$ cat config.mk
export PLATFORM = sky130hd
export DESIGN_NAME = vrst_rotate
export DESIGN_NICKNAME = d
export VERILOG_FILES = /design/src/rtl/core/vrst_pkg.sv /design/src/rtl/core/vrst_rotate.sv
export SDC_FILE = /design/constraint.sdc
export NUM_CORES = 2
export LEC_CHECK = 0
export BUFFER_PORTS_ARGS = -buffer_cell sky130_fd_sc_hd__buf_2
export CORE_MARGIN = 1
export CORE_UTILIZATION = 46
export CTS_CLUSTER_DIAMETER = 150
export DETAILED_ROUTE_END_ITERATION = 7
export PLACE_DENSITY = 0.72
export SLEW_MARGIN = 20
export SYNTH_ARGS = -nofsm -noshare
export SYNTH_HDL_FRONTEND = slang
export SYNTH_SLANG_ARGS = --single-unit
$ cat constraint.sdc
create_clock -name i_clk -period 19 [get_ports i_clk]
set_input_delay 3.8 -clock i_clk [delete_from_list [all_inputs] [get_ports i_clk]]
set_output_delay 3.8 -clock i_clk [all_outputs]
set_load 0.005 [all_outputs]
$ cat src/rtl/core/vrst_pkg.sv
`timescale 1ns / 1ps

package vrst_pkg;

    // Coordinate format: signed Q12.12
    localparam int COORD_W    = 24;
    localparam int FRAC_BITS  = 12;

    // Sine and cosine format: signed Q1.14
    localparam int TRIG_FRAC  = 14;
    localparam int TRIG_W     = TRIG_FRAC + 2;
    localparam int TRIG_MAG_W = TRIG_FRAC + 1;

    // Quarter-wave table: Q1.16 magnitudes, rounded half up to TRIG_FRAC
    localparam int TABLE_FRAC = 16;
    localparam int TABLE_W    = TABLE_FRAC + 1;
    localparam int TRIG_SHIFT = TABLE_FRAC - TRIG_FRAC;

    // Angles in whole degrees
    localparam int ANGLE_W    = 9;
    localparam int QIDX_W     = 7;

    // Scale factors: signed Q4.12
    localparam int SCALE_W    = 16;
    localparam int SCALE_FRAC = 12;

    // Internal widths: rotated values grow past the coordinate range
    localparam int ROT_W      = COORD_W + 3;
    localparam int PROD_W     = ROT_W + TRIG_W;
    localparam int SUM_W      = PROD_W + 1;
    localparam int SPROD_W    = ROT_W + SCALE_W;
    localparam int POS_W      = SPROD_W - SCALE_FRAC + 1;

    // Configuration port
    localparam int CFG_IDX_W  = 3;

    localparam logic [ANGLE_W-1:0]  DEG_90  = ANGLE_W'(90);
    localparam logic [ANGLE_W-1:0]  DEG_180 = ANGLE_W'(180);
    localparam logic [ANGLE_W-1:0]  DEG_270 = ANGLE_W'(270);
    localparam logic [ANGLE_W:0]    DEG_360 = (ANGLE_W + 1)'(360);
    localparam logic [ANGLE_W:0]    DEG_90W = (ANGLE_W + 1)'(90);

    localparam logic [TABLE_W:0]        TABLE_HALF = (TABLE_W + 1)'(1) << (TRIG_SHIFT - 1);
    localparam logic signed [SUM_W-1:0] TRIG_HALF  = SUM_W'(1) <<< (TRIG_FRAC - 1);
    localparam logic signed [SPROD_W:0] SCALE_HALF = (SPROD_W + 1)'(1) <<< (SCALE_FRAC - 1);
    localparam logic signed [TRIG_W-1:0]  TRIG_ONE  = TRIG_W'(1) <<< TRIG_FRAC;
    localparam logic signed [SCALE_W-1:0] SCALE_ONE = SCALE_W'(1) <<< SCALE_FRAC;

    typedef logic signed [COORD_W-1:0] t_coord;
    typedef logic signed [ROT_W-1:0]   t_rot;
    typedef logic signed [TRIG_W-1:0]  t_trig;
    typedef logic signed [PROD_W-1:0]  t_prod;

    typedef struct packed {
        logic signed [COORD_W-1:0] vertex_x;
        logic signed [COORD_W-1:0] vertex_y;
        logic signed [COORD_W-1:0] vertex_z;
    } t_vertex;

    typedef struct packed {
        logic signed [COORD_W-1:0] tex_u;
        logic signed [COORD_W-1:0] tex_v;
        logic signed [COORD_W-1:0] pos_x;
        logic signed [COORD_W-1:0] pos_y;
        logic signed [COORD_W-1:0] pos_z;
    } t_result;

    typedef enum logic [CFG_IDX_W-1:0] {
        CFG_ANGLE_X  = 3'd0,
        CFG_ANGLE_Y  = 3'd1,
        CFG_ANGLE_Z  = 3'd2,
        CFG_SCALE_X  = 3'd3,
        CFG_SCALE_Y  = 3'd4,
        CFG_OFFSET_X = 3'd5,
        CFG_OFFSET_Y = 3'd6
    } t_cfg_index;

    // Sine of 0..90 degrees, rounded half up from Q1.16 to TRIG_FRAC bits
    function automatic logic [TRIG_MAG_W-1:0] quarter_q(input logic [QIDX_W-1:0] d);
        logic [TABLE_W-1:0] raw;
        logic [TABLE_W:0]   sum;
        case (d)
            7'd0:  raw = 17'd0;     7'd1:  raw = 17'd1144;  7'd2:  raw = 17'd2287;
            7'd3:  raw = 17'd3430;  7'd4:  raw = 17'd4572;  7'd5:  raw = 17'd5712;
            7'd6:  raw = 17'd6850;  7'd7:  raw = 17'd7987;  7'd8:  raw = 17'd9121;
            7'd9:  raw = 17'd10252; 7'd10: raw = 17'd11380; 7'd11: raw = 17'd12505;
            7'd12: raw = 17'd13626; 7'd13: raw = 17'd14742; 7'd14: raw = 17'd15855;
            7'd15: raw = 17'd16962; 7'd16: raw = 17'd18064; 7'd17: raw = 17'd19161;
            7'd18: raw = 17'd20252; 7'd19: raw = 17'd21336; 7'd20: raw = 17'd22415;
            7'd21: raw = 17'd23486; 7'd22: raw = 17'd24550; 7'd23: raw = 17'd25607;
            7'd24: raw = 17'd26656; 7'd25: raw = 17'd27697; 7'd26: raw = 17'd28729;
            7'd27: raw = 17'd29753; 7'd28: raw = 17'd30767; 7'd29: raw = 17'd31772;
            7'd30: raw = 17'd32768; 7'd31: raw = 17'd33754; 7'd32: raw = 17'd34729;
            7'd33: raw = 17'd35693; 7'd34: raw = 17'd36647; 7'd35: raw = 17'd37590;
            7'd36: raw = 17'd38521; 7'd37: raw = 17'd39441; 7'd38: raw = 17'd40348;
            7'd39: raw = 17'd41243; 7'd40: raw = 17'd42126; 7'd41: raw = 17'd42995;
            7'd42: raw = 17'd43852; 7'd43: raw = 17'd44695; 7'd44: raw = 17'd45525;
            7'd45: raw = 17'd46341; 7'd46: raw = 17'd47143; 7'd47: raw = 17'd47930;
            7'd48: raw = 17'd48703; 7'd49: raw = 17'd49461; 7'd50: raw = 17'd50203;
            7'd51: raw = 17'd50931; 7'd52: raw = 17'd51643; 7'd53: raw = 17'd52339;
            7'd54: raw = 17'd53020; 7'd55: raw = 17'd53684; 7'd56: raw = 17'd54332;
            7'd57: raw = 17'd54963; 7'd58: raw = 17'd55578; 7'd59: raw = 17'd56175;
            7'd60: raw = 17'd56756; 7'd61: raw = 17'd57319; 7'd62: raw = 17'd57865;
            7'd63: raw = 17'd58393; 7'd64: raw = 17'd58903; 7'd65: raw = 17'd59396;
            7'd66: raw = 17'd59870; 7'd67: raw = 17'd60326; 7'd68: raw = 17'd60764;
            7'd69: raw = 17'd61183; 7'd70: raw = 17'd61584; 7'd71: raw = 17'd61966;
            7'd72: raw = 17'd62328; 7'd73: raw = 17'd62672; 7'd74: raw = 17'd62997;
            7'd75: raw = 17'd63303; 7'd76: raw = 17'd63589; 7'd77: raw = 17'd63856;
            7'd78: raw = 17'd64104; 7'd79: raw = 17'd64332; 7'd80: raw = 17'd64540;
            7'd81: raw = 17'd64729; 7'd82: raw = 17'd64898; 7'd83: raw = 17'd65048;
            7'd84: raw = 17'd65177; 7'd85: raw = 17'd65287; 7'd86: raw = 17'd65376;
            7'd87: raw = 17'd65446; 7'd88: raw = 17'd65496; 7'd89: raw = 17'd65526;
            default: raw = 17'd65536;
        endcase
        sum = {1'b0, raw} + TABLE_HALF;
        return sum[TRIG_SHIFT +: TRIG_MAG_W];
    endfunction

    // Fold a degree count below 720 into 0..359
    function automatic logic [ANGLE_W-1:0] wrap_deg(input logic [ANGLE_W:0] v);
        logic [ANGLE_W:0] diff;
        diff = v - DEG_360;
        return (v >= DEG_360) ? diff[ANGLE_W-1:0] : v[ANGLE_W-1:0];
    endfunction

    // Signed sine of 0..359 degrees by quadrant symmetry
    function automatic t_trig sine_q(input logic [ANGLE_W-1:0] a);
        logic [ANGLE_W-1:0]    d;
        logic                  neg;
        logic [TRIG_MAG_W-1:0] m;
        t_trig                 mag;
        if (a <= DEG_90) begin
            d   = a;
            neg = 1'b0;
        end else if (a <= DEG_180) begin
            d   = DEG_180 - a;
            neg = 1'b0;
        end else if (a <= DEG_270) begin
            d   = a - DEG_180;
            neg = 1'b1;
        end else begin
            d   = DEG_360[ANGLE_W-1:0] - a;
            neg = 1'b1;
        end
        m   = quarter_q(d[QIDX_W-1:0]);
        mag = $signed({1'b0, m});
        return neg ? -mag : mag;
    endfunction

    // Cosine as the sine a quarter turn ahead
    function automatic t_trig cos_q(input logic [ANGLE_W-1:0] a);
        logic [ANGLE_W:0] b;
        b = {1'b0, a} + DEG_90W;
        return sine_q(wrap_deg(b));
    endfunction

    // Clamp a wide signed value to the coordinate range
    function automatic t_coord sat_coord(input logic signed [POS_W-1:0] v);
        logic [POS_W-COORD_W:0] top;
        top = v[POS_W-1:COORD_W-1];
        if (top == '0 || top == '1) begin
            return v[COORD_W-1:0];
        end else if (v[POS_W-1]) begin
            return {1'b1, {(COORD_W - 1){1'b0}}};
        end else begin
            return {1'b0, {(COORD_W - 1){1'b1}}};
        end
    endfunction

endpackage

$ cat src/rtl/core/vrst_rotate.sv
`timescale 1ns / 1ps

// Plane rotation of (a, b) by one angle over two stages:
// products first, then sum and round. The third coordinate rides along.
module vrst_rotate (
    input  logic            i_clk,
    input  logic            i_rst_n,
    input  logic            i_valid,
    output logic            o_ready,
    input  vrst_pkg::t_rot  i_a,
    input  vrst_pkg::t_rot  i_b,
    input  vrst_pkg::t_rot  i_p,
    input  vrst_pkg::t_trig i_cos,
    input  vrst_pkg::t_trig i_sin,
    output logic            o_valid,
    input  logic            i_ready,
    output vrst_pkg::t_rot  o_a,
    output vrst_pkg::t_rot  o_b,
    output vrst_pkg::t_rot  o_p
);
    import vrst_pkg::*;

    logic  r_m_valid;
    t_prod r_ac, r_bs, r_as, r_bc;
    t_rot  r_m_p;

    logic  r_s_valid;
    t_rot  r_s_a, r_s_b, r_s_p;

    logic  s_m_ready;
    logic  s_s_ready;
    logic signed [SUM_W-1:0] s_sum_a;
    logic signed [SUM_W-1:0] s_sum_b;

    // Each stage takes a beat when it is empty or its beat moves on
    assign s_s_ready = !r_s_valid || i_ready;
    assign s_m_ready = !r_m_valid || s_s_ready;
    assign o_ready   = s_m_ready;

    // Sum the products and round half up
    assign s_sum_a = SUM_W'(r_ac) - SUM_W'(r_bs) + TRIG_HALF;
    assign s_sum_b = SUM_W'(r_as) + SUM_W'(r_bc) + TRIG_HALF;

    // Advance valid bits
    always_ff @(posedge i_clk) begin
        if (!i_rst_n) begin
            r_m_valid <= 1'b0;
            r_s_valid <= 1'b0;
        end else begin
            if (s_m_ready) begin
                r_m_valid <= i_valid;
            end
            if (s_s_ready) begin
                r_s_valid <= r_m_valid;
            end
        end
    end

    // Product stage
    always_ff @(posedge i_clk) begin
        if (s_m_ready && i_valid) begin
            r_ac  <= PROD_W'(i_a * i_cos);
            r_bs  <= PROD_W'(i_b * i_sin);
            r_as  <= PROD_W'(i_a * i_sin);
            r_bc  <= PROD_W'(i_b * i_cos);
            r_m_p <= i_p;
        end
    end

    // Sum stage
    always_ff @(posedge i_clk) begin
        if (s_s_ready && r_m_valid) begin
            r_s_a <= s_sum_a[TRIG_FRAC +: ROT_W];
            r_s_b <= s_sum_b[TRIG_FRAC +: ROT_W];
            r_s_p <= r_m_p;
        end
    end

    assign o_valid = r_s_valid;
    assign o_a     = r_s_a;
    assign o_b     = r_s_b;
    assign o_p     = r_s_p;

endmodule

==> results by group <==
Setup path
  • Endpoint class of the critical path: register
  • Reg2Reg Depth: 12
  • CP arrival: 10.89 ns
  • Kind of critical path: in2reg
  • Startpoint Class: primary input
  • WP data required: 19.35 ns
  • Worst r2r dst: o_a[26]$_DFFE_PP_
  • FF-to-FF setup slack: 15.01 ns
  • R2r startpoint: r_ac[6]$_DFFE_PP_
  • Largest fanout on the critical path: 29

STA
  • Fin crit share: between 50% and 60%
  • Worst-Margin Slew: between 1 and 1.5 ns
  • Final hold viol count: 0
  • Max_slew headroom: between 20% and 30%
  • RSZ-0062 raised after global routing: no
  • Fmax: 94.9 MHz
  • Clock skew: 0.0149 ns
  • Period minus WS final: 10.53 ns
  • TNS Setup: 0 ns
  • Pins Over Slew Limit: 0
  • Setup Viol. Count Final: 0

Logic synthesis
  • Syn nets: around 10k
  • Post-synth top flop: edfxtp_1
  • Syn Area/Cell: 9.39 µm²
  • Post-Syn Instances: ~7.7k
  • Mapped Area: 0.0718 mm²
  • FFs w/ async S/R, synth: 0%
  • Ys Warns: 0
  • Seq cells post-synth: 274
  • Top cells by area, synth: fa_1 45%, edfxtp_1 11%, inv_1 10%
  • Post-synth EDFFs: 272
  • Area fraction of the dominant cell type after synthesis: 44.8%
  • Register area share after synthesis: 11.4%
  • Dominant cell type by area after synthesis: fa_1
  • Yosys cell types: a little under 80

CTS
  • CTS root buf: clkbuf_16
  • Clock buffer depth: 3
  • Clk sinks: 274
  • CTS tree: done
  • Cts-stage hold buffer count: 0
  • Clock slew at reported path FFs: 0.06 ns
  • Post-CTS setup buffer count: 0
  • CTS buffer count: 36
  • Skew-Pair Late Insertion Delay: 0.61 ns
  • H-tree depth: 2
  • CTS resizes: 0

Floorplanning
  • Die Height: about 400 µm
  • Initial Utilization: 46.5%
  • Boundary Pins: 200
  • Die width: 397 µm
  • Num rows: 144
  • Die ar.: between 0.15 and 0.2 mm²
  • Core ar.: 0.155 mm²

Route
  • Vias/cell: 5.24
  • Top sig layer: met5
  • WL final: roughly 170000 µm
  • Metal1 wirelength: 67700 µm
  • DRC Markers: 0
  • Met3 WL: 11100 µm
  • Met2 Wirelength: 86400 µm
  • Antenna-violating nets left: 0
  • 1st-iter DRT viols: 3364
  • DR WL/cell: 18.0 µm
  • Drt first pass iters: 7
  • DR vias: 50.6k

Worst hold path
  • Hold depth: 0
  • Hold Path Class: reg2reg
  • Worst hold start: r_m_p[8]$_DFFE_PP_
  • WHS Endpoint: o_p[8]$_DFFE_PP_

Global routing
  • Vias in the first global route: 55.1k
  • Largest net degree at the start of global routing: 63
  • GRT Total Usage: 22.9%
  • Congestion Overflow GR: 0
  • Initial antenna violation count: 13
  • First-pass GRT wire length: ~290000 µm

Final layout
  • Area grow syn2layout: 5.20%
  • Layout Nets: 9857
  • Layout cells sized above 1: between 4 and 5%

Placement
  • Gpl congestion: 0.934
  • # port buffers: 199
  • Post-DP HPWL: 131000 µm

Run
  • Max-Cap Viols: 0

Outcome
  • Status: finished clean
[area by class of cell]
| class | count | area (µm²) |
|---|---|---|
| Multi-Input combinational cell | 5024 | 54800 |
| Timing Repair Buffer | 247 | 1360 |
| Sequential cell | 274 | 8210 |
| Clock inverter | 21 | 210 |
| Inverter | 1991 | 7470 |
| Fill cell | 14300 | 79000 |
| Tap cell | 2044 | 2560 |
| Antenna cell | 5 | 12.5 |
| Clock buffer | 43 | 957 |
[state kept, by name, summed over array words and instances (netlist names)]
name,cells
r_bc,41
r_as,41
o_b,27
o_p,27
r_bs,41
o_valid,1
o_a,27
r_ac,41
r_m_p,27
r_m_valid,1
[Yosys cell counts, types with 23 or more instances]
cell and instances:
and2_1 680, xor2_1 62, xnor2_1 181, buf_1 30, a21oi_1 153, nand3_1 38, o21a_1 32, a21o_1 68
nor2_1 188, nand2b_1 46, and3_1 23, inv_1 1991, o21bai_1 26, nor3_1 24, ha_1 558, clkbuf_1 328
nand2_1 1032, fa_1 1608, a211oi_1 23, nor2b_1 26, o21ai_0 83, edfxtp_1 272
[through the flow]
step / util [%] / instances / worst slack, ns / hold slack (ns) / cell area, µm²
2_1_floorplan: - / 7652 / 8.91 / 0.400 / 71800
3_3_place_gp: 48.1 / 9580 / 8.04 / 0.401 / 74400
3_5_place_dp: 48.1 / 9580 / 7.97 / 0.405 / 74400
4_1_cts: 48.9 / 9644 / 8.60 / 0.419 / 75500
5_1_grt: 48.9 / 9649 / 8.11 / 0.421 / 75600
6_report: 48.9 / 9649 / 8.47 / 0.418 / 75600
[cell usage in the layout, fill, tap and decap left out, drive strengths merged, types with 27 or more instances in the layout]
master	count
o21bai	27
ha	558
xor2	62
nor2	188
and2	681
a21o	69
fa	1608
clkbuf	43
o21a	32
nand2	1032
xnor2	181
a21oi	159
edfxtp	272
inv	1996
nand3	38
buf	247
o21ai	95
nand2b	46
[worst max-delay path, cell delays in order]
cell      delay [ns]
buf_2           0.42
inv_1           0.42
buf_4           0.38
nor2_1          0.18
fa_1            0.45
fa_1            0.51
fa_1            0.42
fa_1            0.46
fa_1            0.51
inv_1           0.05
fa_1            0.47
inv_1           0.04
ha_1            0.35
and4_1          0.27
nand3_1         0.22
a311oi_1        0.75
o211a_1         0.27
nor2_1          0.06
a21boi_0        0.42
a211o_1         0.20
a21oi_1         0.07
xnor2_1         0.12
[routing by layer]
layer	vias up	global-route usage, %
li1	22200	-
met4	8	9.79
met5	-	0
met1	26200	29.0
met2	1738	39.5
met3	365	2.89
[worst max-delay path by stage]
stage | start | endpoint | cells after the start
after floorplan | i_sin[1] | r_as[38]$_DFFE_PP_ | 26
after global placement | i_sin[10] | r_as[39]$_DFFE_PP_ | 23
after CTS | i_cos[15] | r_bc[39]$_DFFE_PP_ | 22
after detailed placement | i_sin[10] | r_as[39]$_DFFE_PP_ | 22
final | i_cos[15] | r_bc[39]$_DFFE_PP_ | 22
after global routing | i_sin[10] | r_bs[39]$_DFFE_PP_ | 23
[kinds of logic after synthesis]
logic type,after synthesis,synth area share (%)
AOI/OAI and AO/OA,513,4.76
and+or+nand+nor,2102,14.0
adders and majority gates,2166,54.5
xor gates and xnor gates,243,2.96
buffers and inverters,2354,12.3
DFF,274,11.4
Power is left out: the tool's default activity adds up to more than one toggle a clock period on the data nets, which glitch-free logic cannot reach.
